File: src/rtl/elwa_pkg.sv
// Shared widths, register indexes and reset values for the eased LED wipe animator.
`timescale 1ns / 1ps
`default_nettype none

package elwa_pkg;

    localparam int TIME_W   = 32;
    localparam int ANIM_W   = 16;
    localparam int COUNT_W  = 11;
    localparam int INDEX_W  = 10;
    localparam int COLOR_W  = 8;
    localparam int CFG_IDX_W  = 3;
    localparam int CFG_DATA_W = 16;

    localparam int Q16_W   = 17;
    localparam int MUL_A_W = 31;
    localparam int MUL_B_W = 16;
    localparam int PROD_W  = MUL_A_W + MUL_B_W;

    localparam logic [COUNT_W-1:0] MAX_PIXELS = 11'd1024;
    localparam logic [Q16_W-1:0]   Q16_ONE    = 17'h10000;

    // Command codes on the input channel
    localparam logic CMD_TICK  = 1'b0;
    localparam logic CMD_QUERY = 1'b1;

    // Configuration register indexes
    localparam logic [CFG_IDX_W-1:0] CFG_DURATION    = 3'd0;
    localparam logic [CFG_IDX_W-1:0] CFG_PIXEL_COUNT = 3'd1;
    localparam logic [CFG_IDX_W-1:0] CFG_LIT_RED     = 3'd2;
    localparam logic [CFG_IDX_W-1:0] CFG_LIT_GREEN   = 3'd3;
    localparam logic [CFG_IDX_W-1:0] CFG_LIT_BLUE    = 3'd4;

    // Configuration reset values
    localparam logic [ANIM_W-1:0]  DURATION_RST    = 16'd500;
    localparam logic [COUNT_W-1:0] PIXEL_COUNT_RST = 11'd16;
    localparam logic [COLOR_W-1:0] LIT_COLOR_RST   = 8'd255;

    localparam logic [COLOR_W-1:0] BLACK = 8'd0;

endpackage

`default_nettype wire

File: src/rtl/elwa_if.sv
// Valid/ready channel interfaces for tick/query items and result items.
`timescale 1ns / 1ps
`default_nettype none

interface elwa_in_if;
    import elwa_pkg::*;

    logic               valid;
    logic               ready;
    logic               command;
    logic [TIME_W-1:0]  now_ms;
    logic               target_on;
    logic [INDEX_W-1:0] pixel_index;

    modport source (output valid, output command, output now_ms, output target_on,
                    output pixel_index, input ready);
    modport sink   (input valid, input command, input now_ms, input target_on,
                    input pixel_index, output ready);
endinterface

interface elwa_out_if;
    import elwa_pkg::*;

    logic               valid;
    logic               ready;
    logic [COUNT_W-1:0] lit_length;
    logic               length_changed;
    logic               active;
    logic [COLOR_W-1:0] pixel_red;
    logic [COLOR_W-1:0] pixel_green;
    logic [COLOR_W-1:0] pixel_blue;

    modport source (output valid, output lit_length, output length_changed, output active,
                    output pixel_red, output pixel_green, output pixel_blue, input ready);
    modport sink   (input valid, input lit_length, input length_changed, input active,
                    input pixel_red, input pixel_green, input pixel_blue, output ready);
endinterface

`default_nettype wire

File: src/rtl/eased_led_wipe_animator_top.sv
// Top level of the eased LED wipe animator: tick/query sequencer, divider and shared multiplier.
`timescale 1ns / 1ps
`default_nettype none

// Channel   Dir  Transfer when         Payload
// in_ch     in   valid & ready         command, now_ms, target_on, pixel_index
// out_ch    out  valid & ready         lit_length, length_changed, active, pixel rgb
// cfg       in   cfg_we (no handshake) cfg_index, cfg_data
//
// A query goes from IDLE through FIN to the output register, as does a
// tick that leaves the animation time where it was. A tick that moves it
// passes a setup state (PREP), then 16 restoring-divide steps for
// t = anim*65536/duration (skipped when anim >= duration), then three passes
// through the one shared 31x16 multiplier (x^2, x^3, eased*pixels).
// Reset clears state and config to defaults; no clearing pass is needed.
// in_ch.ready is high only while the sequencer is idle. A finished result
// waits in the FIN state while out_ch holds a result that is not yet taken.

module eased_led_wipe_animator_top
(
    input  wire logic                         clk,
    input  wire logic                         rst_n,
    elwa_in_if.sink                           in_ch,
    elwa_out_if.source                        out_ch,
    input  wire logic                         cfg_we,
    input  wire logic [elwa_pkg::CFG_IDX_W-1:0]  cfg_index,
    input  wire logic [elwa_pkg::CFG_DATA_W-1:0] cfg_data
);
    import elwa_pkg::*;

    // Sequencer states
    localparam logic [3:0] S_IDLE  = 4'd0;
    localparam logic [3:0] S_PREP  = 4'd1;
    localparam logic [3:0] S_DIV   = 4'd2;
    localparam logic [3:0] S_XSEL  = 4'd3;
    localparam logic [3:0] S_SQ    = 4'd4;
    localparam logic [3:0] S_CUBE  = 4'd5;
    localparam logic [3:0] S_EASE  = 4'd6;
    localparam logic [3:0] S_SCALE = 4'd7;
    localparam logic [3:0] S_FIN   = 4'd8;

    // Configuration registers
    logic [ANIM_W-1:0]  duration_reg;
    logic [COUNT_W-1:0] pixel_count_reg;
    logic [COLOR_W-1:0] lit_red_reg;
    logic [COLOR_W-1:0] lit_green_reg;
    logic [COLOR_W-1:0] lit_blue_reg;

    // Animation state
    logic [TIME_W-1:0]  last_tick_reg;
    logic [ANIM_W-1:0]  anim_reg;
    logic [COUNT_W-1:0] lit_count_reg;

    // Sequencer and datapath
    logic [3:0]         state_reg;
    logic               calc_reg;
    logic [ANIM_W-1:0]  rem_reg;
    logic [3:0]         cnt_reg;
    logic [Q16_W-1:0]   t_reg;
    logic [ANIM_W-1:0]  x_reg;
    logic               lo_reg;
    logic [Q16_W-1:0]   eased_reg;
    logic [PROD_W-1:0]  prod_reg;
    logic [COLOR_W-1:0] red_reg;
    logic [COLOR_W-1:0] green_reg;
    logic [COLOR_W-1:0] blue_reg;

    // Output register
    logic               out_valid_reg;
    logic [COUNT_W-1:0] out_len_reg;
    logic               out_changed_reg;
    logic               out_active_reg;
    logic [COLOR_W-1:0] out_red_reg;
    logic [COLOR_W-1:0] out_green_reg;
    logic [COLOR_W-1:0] out_blue_reg;

    // Effective config: zero duration acts as 1, pixels clamp to 1..1024
    logic [ANIM_W-1:0]  dur_eff;
    logic [COUNT_W-1:0] pix_eff;

    always_comb
    begin
        dur_eff = (duration_reg == '0) ? ANIM_W'(1) : duration_reg;
        if (pixel_count_reg == '0)
            pix_eff = COUNT_W'(1);
        else if (pixel_count_reg > MAX_PIXELS)
            pix_eff = MAX_PIXELS;
        else
            pix_eff = pixel_count_reg;
    end

    // Tick update of the animation time
    logic [TIME_W-1:0]  delta;
    logic [TIME_W:0]    sum;
    logic [ANIM_W-1:0]  anim_tick;
    logic               moved;

    always_comb
    begin
        delta     = in_ch.now_ms - last_tick_reg;
        sum       = {{(TIME_W-ANIM_W+1){1'b0}}, anim_reg} + {1'b0, delta};
        anim_tick = anim_reg;
        moved     = 1'b0;
        if (in_ch.target_on)
        begin
            if (anim_reg != duration_reg)
            begin
                moved = 1'b1;
                if (sum > {{(TIME_W-ANIM_W+1){1'b0}}, duration_reg})
                    anim_tick = duration_reg;
                else
                    anim_tick = sum[ANIM_W-1:0];
            end
        end
        else if (anim_reg != '0)
        begin
            moved = 1'b1;
            if ({{(TIME_W-ANIM_W){1'b0}}, anim_reg} > delta)
                anim_tick = anim_reg - delta[ANIM_W-1:0];
            else
                anim_tick = '0;
        end
    end

    // Restoring divide step: dividend is anim << 16, so zeros shift in
    logic [ANIM_W:0]   rem_shift;
    logic              div_bit;
    logic [ANIM_W:0]   rem_sub;

    always_comb
    begin
        rem_shift = {rem_reg, 1'b0};
        div_bit   = (rem_shift >= {1'b0, dur_eff});
        rem_sub   = rem_shift - {1'b0, dur_eff};
    end

    // Shared multiplier operand select
    logic [MUL_A_W-1:0] mul_a;
    logic [MUL_B_W-1:0] mul_b;
    logic [ANIM_W-1:0]  cube_hi;

    always_comb
    begin
        mul_a = {{(MUL_A_W-ANIM_W){1'b0}}, x_reg};
        mul_b = x_reg;
        case (state_reg)
            S_CUBE:
            begin
                mul_a = prod_reg[MUL_A_W-1:0];
                mul_b = x_reg;
            end
            S_SCALE:
            begin
                mul_a = {{(MUL_A_W-Q16_W){1'b0}}, eased_reg};
                mul_b = {{(MUL_B_W-COUNT_W){1'b0}}, pix_eff};
            end
            default:
            begin
                mul_a = {{(MUL_A_W-ANIM_W){1'b0}}, x_reg};
                mul_b = x_reg;
            end
        endcase
        // x^3 >> 30, at most 32768
        cube_hi = prod_reg[30 +: ANIM_W];
    end

    logic [COUNT_W-1:0] new_len;
    logic               out_free;

    assign new_len  = prod_reg[16 +: COUNT_W];
    assign out_free = !out_valid_reg || out_ch.ready;

    assign in_ch.ready           = (state_reg == S_IDLE);
    assign out_ch.valid          = out_valid_reg;
    assign out_ch.lit_length     = out_len_reg;
    assign out_ch.length_changed = out_changed_reg;
    assign out_ch.active         = out_active_reg;
    assign out_ch.pixel_red      = out_red_reg;
    assign out_ch.pixel_green    = out_green_reg;
    assign out_ch.pixel_blue     = out_blue_reg;

    // Configuration writes
    always_ff @(posedge clk or negedge rst_n)
    begin
        if (!rst_n)
        begin
            duration_reg    <= DURATION_RST;
            pixel_count_reg <= PIXEL_COUNT_RST;
            lit_red_reg     <= LIT_COLOR_RST;
            lit_green_reg   <= LIT_COLOR_RST;
            lit_blue_reg    <= LIT_COLOR_RST;
        end
        else if (cfg_we)
        begin
            case (cfg_index)
                CFG_DURATION:    duration_reg    <= cfg_data[ANIM_W-1:0];
                CFG_PIXEL_COUNT: pixel_count_reg <= cfg_data[COUNT_W-1:0];
                CFG_LIT_RED:     lit_red_reg     <= cfg_data[COLOR_W-1:0];
                CFG_LIT_GREEN:   lit_green_reg   <= cfg_data[COLOR_W-1:0];
                CFG_LIT_BLUE:    lit_blue_reg    <= cfg_data[COLOR_W-1:0];
                default: ;
            endcase
        end
    end

    // Sequencer and control state
    always_ff @(posedge clk or negedge rst_n)
    begin
        if (!rst_n)
        begin
            state_reg     <= S_IDLE;
            calc_reg      <= 1'b0;
            cnt_reg       <= '0;
            last_tick_reg <= '0;
            anim_reg      <= '0;
            lit_count_reg <= '0;
            out_valid_reg <= 1'b0;
        end
        else
        begin
            // a new result loads as the old one leaves
            if (state_reg == S_FIN && out_free)
                out_valid_reg <= 1'b1;
            else if (out_ch.ready)
                out_valid_reg <= 1'b0;

            case (state_reg)
                S_IDLE:
                begin
                    if (in_ch.valid)
                    begin
                        if (in_ch.command == CMD_TICK)
                        begin
                            last_tick_reg <= in_ch.now_ms;
                            anim_reg      <= anim_tick;
                            calc_reg      <= moved;
                            state_reg     <= moved ? S_PREP : S_FIN;
                        end
                        else
                        begin
                            calc_reg  <= 1'b0;
                            state_reg <= S_FIN;
                        end
                    end
                end
                S_PREP:
                begin
                    cnt_reg   <= '0;
                    state_reg <= (anim_reg >= dur_eff) ? S_XSEL : S_DIV;
                end
                S_DIV:
                begin
                    cnt_reg <= cnt_reg + 4'd1;
                    if (cnt_reg == 4'd15)
                        state_reg <= S_XSEL;
                end
                S_XSEL:  state_reg <= S_SQ;
                S_SQ:    state_reg <= S_CUBE;
                S_CUBE:  state_reg <= S_EASE;
                S_EASE:  state_reg <= S_SCALE;
                S_SCALE: state_reg <= S_FIN;
                S_FIN:
                begin
                    if (out_free)
                    begin
                        if (calc_reg)
                            lit_count_reg <= new_len;
                        state_reg <= S_IDLE;
                    end
                end
                default: state_reg <= S_IDLE;
            endcase
        end
    end

    // Datapath registers
    always_ff @(posedge clk)
    begin
        case (state_reg)
            S_IDLE:
            begin
                red_reg   <= BLACK;
                green_reg <= BLACK;
                blue_reg  <= BLACK;
                if (in_ch.command == CMD_QUERY &&
                    {1'b0, in_ch.pixel_index} < lit_count_reg)
                begin
                    red_reg   <= lit_red_reg;
                    green_reg <= lit_green_reg;
                    blue_reg  <= lit_blue_reg;
                end
            end
            S_PREP:
            begin
                rem_reg <= anim_reg;
                // anim >= duration saturates t at one
                t_reg   <= (anim_reg >= dur_eff) ? Q16_ONE : '0;
            end
            S_DIV:
            begin
                rem_reg <= div_bit ? rem_sub[ANIM_W-1:0] : rem_shift[ANIM_W-1:0];
                t_reg   <= {t_reg[Q16_W-2:0], div_bit};
            end
            S_XSEL:
            begin
                // Fold the upper half: x = 1 - t there, so both halves cube x
                if (t_reg[Q16_W-1])
                    x_reg <= '0;
                else if (t_reg[Q16_W-2])
                    x_reg <= ANIM_W'(Q16_ONE - t_reg);
                else
                    x_reg <= t_reg[ANIM_W-1:0];
                lo_reg <= !t_reg[Q16_W-1] && !t_reg[Q16_W-2];
            end
            S_SQ, S_CUBE, S_SCALE:
            begin
                prod_reg <= {{(PROD_W-MUL_A_W){1'b0}}, mul_a} *
                            {{(PROD_W-MUL_B_W){1'b0}}, mul_b};
            end
            S_EASE:
            begin
                eased_reg <= lo_reg ? {1'b0, cube_hi} : (Q16_ONE - {1'b0, cube_hi});
            end
            S_FIN:
            begin
                if (out_free)
                begin
                    out_len_reg     <= calc_reg ? new_len : lit_count_reg;
                    out_changed_reg <= calc_reg && (new_len != lit_count_reg);
                    out_active_reg  <= (anim_reg != '0);
                    out_red_reg     <= red_reg;
                    out_green_reg   <= green_reg;
                    out_blue_reg    <= blue_reg;
                end
            end
            default: ;
        endcase
    end

endmodule

`default_nettype wire
File: src/flat_wrapper.sv
// flat-port wrapper written by rule: the top's interface ports become plain ports
module eased_led_wipe_animator_top_flat import elwa_pkg::*;
  (clk, rst_n, cfg_we, cfg_index, cfg_data, in_ch_valid, in_ch_command, in_ch_now_ms, in_ch_target_on, in_ch_pixel_index, in_ch_ready, out_ch_valid, out_ch_lit_length, out_ch_length_changed, out_ch_active, out_ch_pixel_red, out_ch_pixel_green, out_ch_pixel_blue, out_ch_ready);
  elwa_in_if in_ch_i ();
  elwa_out_if out_ch_i ();
  input  wire logic clk;
  input  wire logic rst_n;
  input  wire logic cfg_we;
  input  wire logic [elwa_pkg::CFG_IDX_W-1:0] cfg_index;
  input  wire logic [elwa_pkg::CFG_DATA_W-1:0] cfg_data;
  input wire logic [$bits(in_ch_i.valid)-1:0] in_ch_valid;
  input wire logic [$bits(in_ch_i.command)-1:0] in_ch_command;
  input wire logic [$bits(in_ch_i.now_ms)-1:0] in_ch_now_ms;
  input wire logic [$bits(in_ch_i.target_on)-1:0] in_ch_target_on;
  input wire logic [$bits(in_ch_i.pixel_index)-1:0] in_ch_pixel_index;
  output wire logic [$bits(in_ch_i.ready)-1:0] in_ch_ready;
  output wire logic [$bits(out_ch_i.valid)-1:0] out_ch_valid;
  output wire logic [$bits(out_ch_i.lit_length)-1:0] out_ch_lit_length;
  output wire logic [$bits(out_ch_i.length_changed)-1:0] out_ch_length_changed;
  output wire logic [$bits(out_ch_i.active)-1:0] out_ch_active;
  output wire logic [$bits(out_ch_i.pixel_red)-1:0] out_ch_pixel_red;
  output wire logic [$bits(out_ch_i.pixel_green)-1:0] out_ch_pixel_green;
  output wire logic [$bits(out_ch_i.pixel_blue)-1:0] out_ch_pixel_blue;
  input wire logic [$bits(out_ch_i.ready)-1:0] out_ch_ready;
  assign in_ch_i.valid = in_ch_valid;
  assign in_ch_i.command = in_ch_command;
  assign in_ch_i.now_ms = in_ch_now_ms;
  assign in_ch_i.target_on = in_ch_target_on;
  assign in_ch_i.pixel_index = in_ch_pixel_index;
  assign in_ch_ready = in_ch_i.ready;
  assign out_ch_valid = out_ch_i.valid;
  assign out_ch_lit_length = out_ch_i.lit_length;
  assign out_ch_length_changed = out_ch_i.length_changed;
  assign out_ch_active = out_ch_i.active;
  assign out_ch_pixel_red = out_ch_i.pixel_red;
  assign out_ch_pixel_green = out_ch_i.pixel_green;
  assign out_ch_pixel_blue = out_ch_i.pixel_blue;
  assign out_ch_i.ready = out_ch_ready;
  eased_led_wipe_animator_top u_core (.clk(clk), .rst_n(rst_n), .in_ch(in_ch_i), .out_ch(out_ch_i), .cfg_we(cfg_we), .cfg_index(cfg_index), .cfg_data(cfg_data));
endmodule
File: config.mk
export PLATFORM = sky130hd
export DESIGN_NAME = eased_led_wipe_animator_top_flat
export DESIGN_NICKNAME = d
export VERILOG_FILES = /design/src/rtl/elwa_pkg.sv /design/src/rtl/elwa_if.sv /design/src/rtl/eased_led_wipe_animator_top.sv /design/src/flat_wrapper.sv
export SDC_FILE = /design/constraint.sdc
export NUM_CORES = 2
export LEC_CHECK = 0
export BUFFER_PORTS_ARGS = -buffer_cell sky130_fd_sc_hd__buf_2
export CAP_MARGIN = 0
export CORE_ASPECT_RATIO = 1.4
export CORE_MARGIN = 4
export CORE_UTILIZATION = 55
export DETAILED_ROUTE_END_ITERATION = 16
export GPL_ROUTABILITY_DRIVEN = 0
export PLACE_DENSITY = 0.84
export SKIP_CTS_REPAIR_TIMING = 1
export SYNTH_ARGS = -nofsm -noshare
export SYNTH_HDL_FRONTEND = slang
export SYNTH_SLANG_ARGS = --single-unit
File: constraint.sdc
create_clock -name clk -period 9.4 [get_ports clk]
set_input_delay 0.94 -clock clk [delete_from_list [all_inputs] [get_ports clk]]
set_output_delay 0.94 -clock clk [all_outputs]
set_load 0.01 [all_outputs]
==> impl_metrics.yaml <==
routing:
  drtPass1Iterations: 6
  drtAntennaViolNets: 0
  wl_per_cell_um: 21.0
  viasPerCell: 5.99
  drc_errors: 0
  via_count: 27000
  drtIter0Drc: 2192
  routed_wl_mm: 94.6
final_layout:
  final_util_pct: 59.9
  final_cells: 4502
  drive_gt1_share_pct: 10.5
  syn2layout_area_growth_pct: 8.07
  largest_register_ffs: 46
  num-nets-final: 4372
setup_path:
  regToRegStartpoint: "u_core.state_reg[3]"
  reg2reg_to: "u_core.prod_reg[45]"
  crit_path_start_kind: "flip-flop"
  crit_fanout: 33
  cp.required_ns: 9.70
  crit_type: "reg2reg"
  endpoint_kind: "flip-flop"
  rrSetupSlack_ns: 0.38
  critPathArrivalTime_ns: 9.33
  rr_worst_depth: 27
die:
  die-area_um2: 65200
  fp.dieW_um: 217
  coreArea_um2: 60600
  start_util_pct: 55.4
  fp-row-count: 107
  die_h_um: 301
  io_pins: 107
synthesis:
  synth_area_leaders: "fa_1 (24%), edfxtp_1 (16%), ha_1 (8.9%), inv_1 (6.7%), dfrtp_1 (6.6%)"
  ys_seq_area_share_pct: 24.6
  synth_top_area_share_pct: 24.2
  synth_area_um2: 33600
  synth_cells: 3602
  synthArstFlopShare_pct: 40.8
  ys_ff_latch: 294
  yosysTopAreaCell: "fa_1"
  yosysWarnings: 0
  synth_nets: 4316
  synth_edf_count: 174
  synth_flop_cell: "edfxtp_1"
  ys_types: 86
  synth_area_per_cell_um2: 9.33
sta:
  holdWs_ns: 0.417
  finClkSkew_ns: 0.0332
  fin_crit_ns: 9.02
  slew_violations: 0
  fmax_mhz: 111
  final_hold_viol_count: 0
  tns_ns: 0
  setup_viol: 0
  relSlewSlack_pct: 15.4
  rsz0062_at_grt: "no"
  finalCritPeriodShare_pct: 96.0
  tightest_slew_ns: 1.27
clocking:
  cts_buffer_depth: 3
  clk_pin_slew_ns: 0.06
  cts_inserted_buffers: 34
  clock_sinks: 294
  ctsHtreeMaxLevel: 2
  clk_latency_ns: 0.56
  root_buffer: "clkbuf_16"
  cts_tree: "done"
global_route:
  grt_pass1_vias: 28300
  overflow: 0
  grt_max_degree: 71
  antenna_found_initial: 2
  grt.total_usage_pct: 29.4
  grt_first_pass_wirelength_mm: 150
placed_design:
  place_hpwl_mm: 74.8
  post-place-cells: 4439
  portBuffers: 106
run_status:
  status: "complete, no violations"
job:
  maxCapViolations: 0
min_path:
  hold_path.class: "in2async"
## cell families (layout without fill, tap and decap cells)
group / count (synthesis) / after routing / synth area share, %
XOR/XNOR: 155 / 155 / 4.04
AO/OA/AOI/OAI: 552 / 552 / 11.0
flip-flops: 294 / 294 / 24.6
adder cells (fa/ha/maj): 646 / 646 / 33.1
multiplexers: 129 / 129 / 4.14
buffers and inverters: 739 / 820 / 8.36
AND/OR/NAND/NOR: 1087 / 1087 / 14.8
other: 0 / 2 / 0
## area by class of cell
| class | instances | area (um^2) |
|---|---|---|
| clock inverter | 21 | 278 |
| tap | 817 | 1020 |
| fill | 4880 | 24300 |
| clock buffer | 40 | 905 |
| timing repair buffer | 161 | 958 |
| sequential | 294 | 8270 |
| multi-input combinational | 2569 | 22600 |
| antenna | 2 | 5.00 |
| inverter | 598 | 2240 |
## worst max-delay path by stage
stage / startpoint / endpoint / slack, ns
2_1_floorplan: u_core.state_reg[2] / u_core.prod_reg[45] / 1.33
3_3_place_gp: u_core.state_reg[2] / u_core.prod_reg[43] / 0.58
3_5_place_dp: u_core.state_reg[2] / u_core.prod_reg[45] / 0.31
4_1_cts: u_core.state_reg[2] / u_core.prod_reg[45] / 0.23
5_1_grt: u_core.state_reg[2] / u_core.prod_reg[45] / 0.01
6_report: u_core.state_reg[3] / u_core.prod_reg[45] / 0.38
## through the flow
step / instance area, um^2 / setup slack (ns)
floorplan: 33600 / 1.33
global placement: 35100 / 0.579
detailed placement: 35100 / 0.315
CTS: 36300 / 0.229
global route: 36300 / 0.0123
finish: 36300 / 0.376
## cells in the mapped netlist (22+ instances only)
master and count:
clkbuf_1 127, dfstp_2 31, a21o_1 67, o21a_1 34
nor3_1 41, edfxtp_1 174, nor2_1 320, ha_1 239
and3_1 40, nand2_1 400, inv_1 598, nand3_1 58
nand2b_1 40, xor2_1 55, dfrtp_1 89, nor4_1 24
fa_1 407, and2_1 69, o21bai_1 22, a21oi_1 136
xnor2_1 100, mux2i_1 48, mux2_2 81, o21ai_0 114
## critical path, cell delays in order (launching register included)
cell,delay [ns]
dfrtp_1,0.54
nor2b_1,0.16
nand3_2,0.11
buf_4,0.39
mux2i_1,0.98
nor2_1,0.12
fa_1,0.52
inv_1,0.05
fa_1,0.48
inv_1,0.06
fa_1,0.51
fa_1,0.52
fa_1,0.54
inv_1,0.05
fa_1,0.52
inv_1,0.05
ha_1,0.39
and4_1,0.25
nor2b_1,0.17
nor2b_1,0.15
nand2b_1,0.08
o311ai_0,0.13
a41oi_1,0.59
o311a_1,0.31
o31ai_1,0.15
or4b_2,0.62
a31oi_1,0.22
xnor2_1,0.10
## placed cells by master, fill, tap and decap left out, drive strengths merged, types with 48 or more instances in the layout
master | netlist | routed
a21o | 67 | 67
nor2 | 320 | 320
nand2 | 400 | 400
edfxtp | 174 | 174
xor2 | 55 | 55
and2 | 71 | 71
mux2i | 48 | 48
xnor2 | 100 | 100
o21ai | 131 | 131
buf | 13 | 161
ha | 239 | 239
a21oi | 138 | 138
mux2 | 81 | 81
dfrtp | 89 | 89
inv | 598 | 602
nand3 | 58 | 58
fa | 407 | 407
## metal layers
layer | part of all wire [%] | vias up | GRT usage (%) | routed length, um
met2 | 49 | 1471 | 51.1 | 46700
met3 | 8.0 | 569 | 5.70 | 7590
met1 | 32 | 13000 | 31.1 | 30600
met4 | 10 | 4 | 23.1 | 9620
met5 | 0.016 | - | 0 | 15
li1 | - | 11900 | - | -
Power is left out: the tool's default activity adds up to more than one toggle a clock period on the data nets, which glitch-free logic cannot reach.
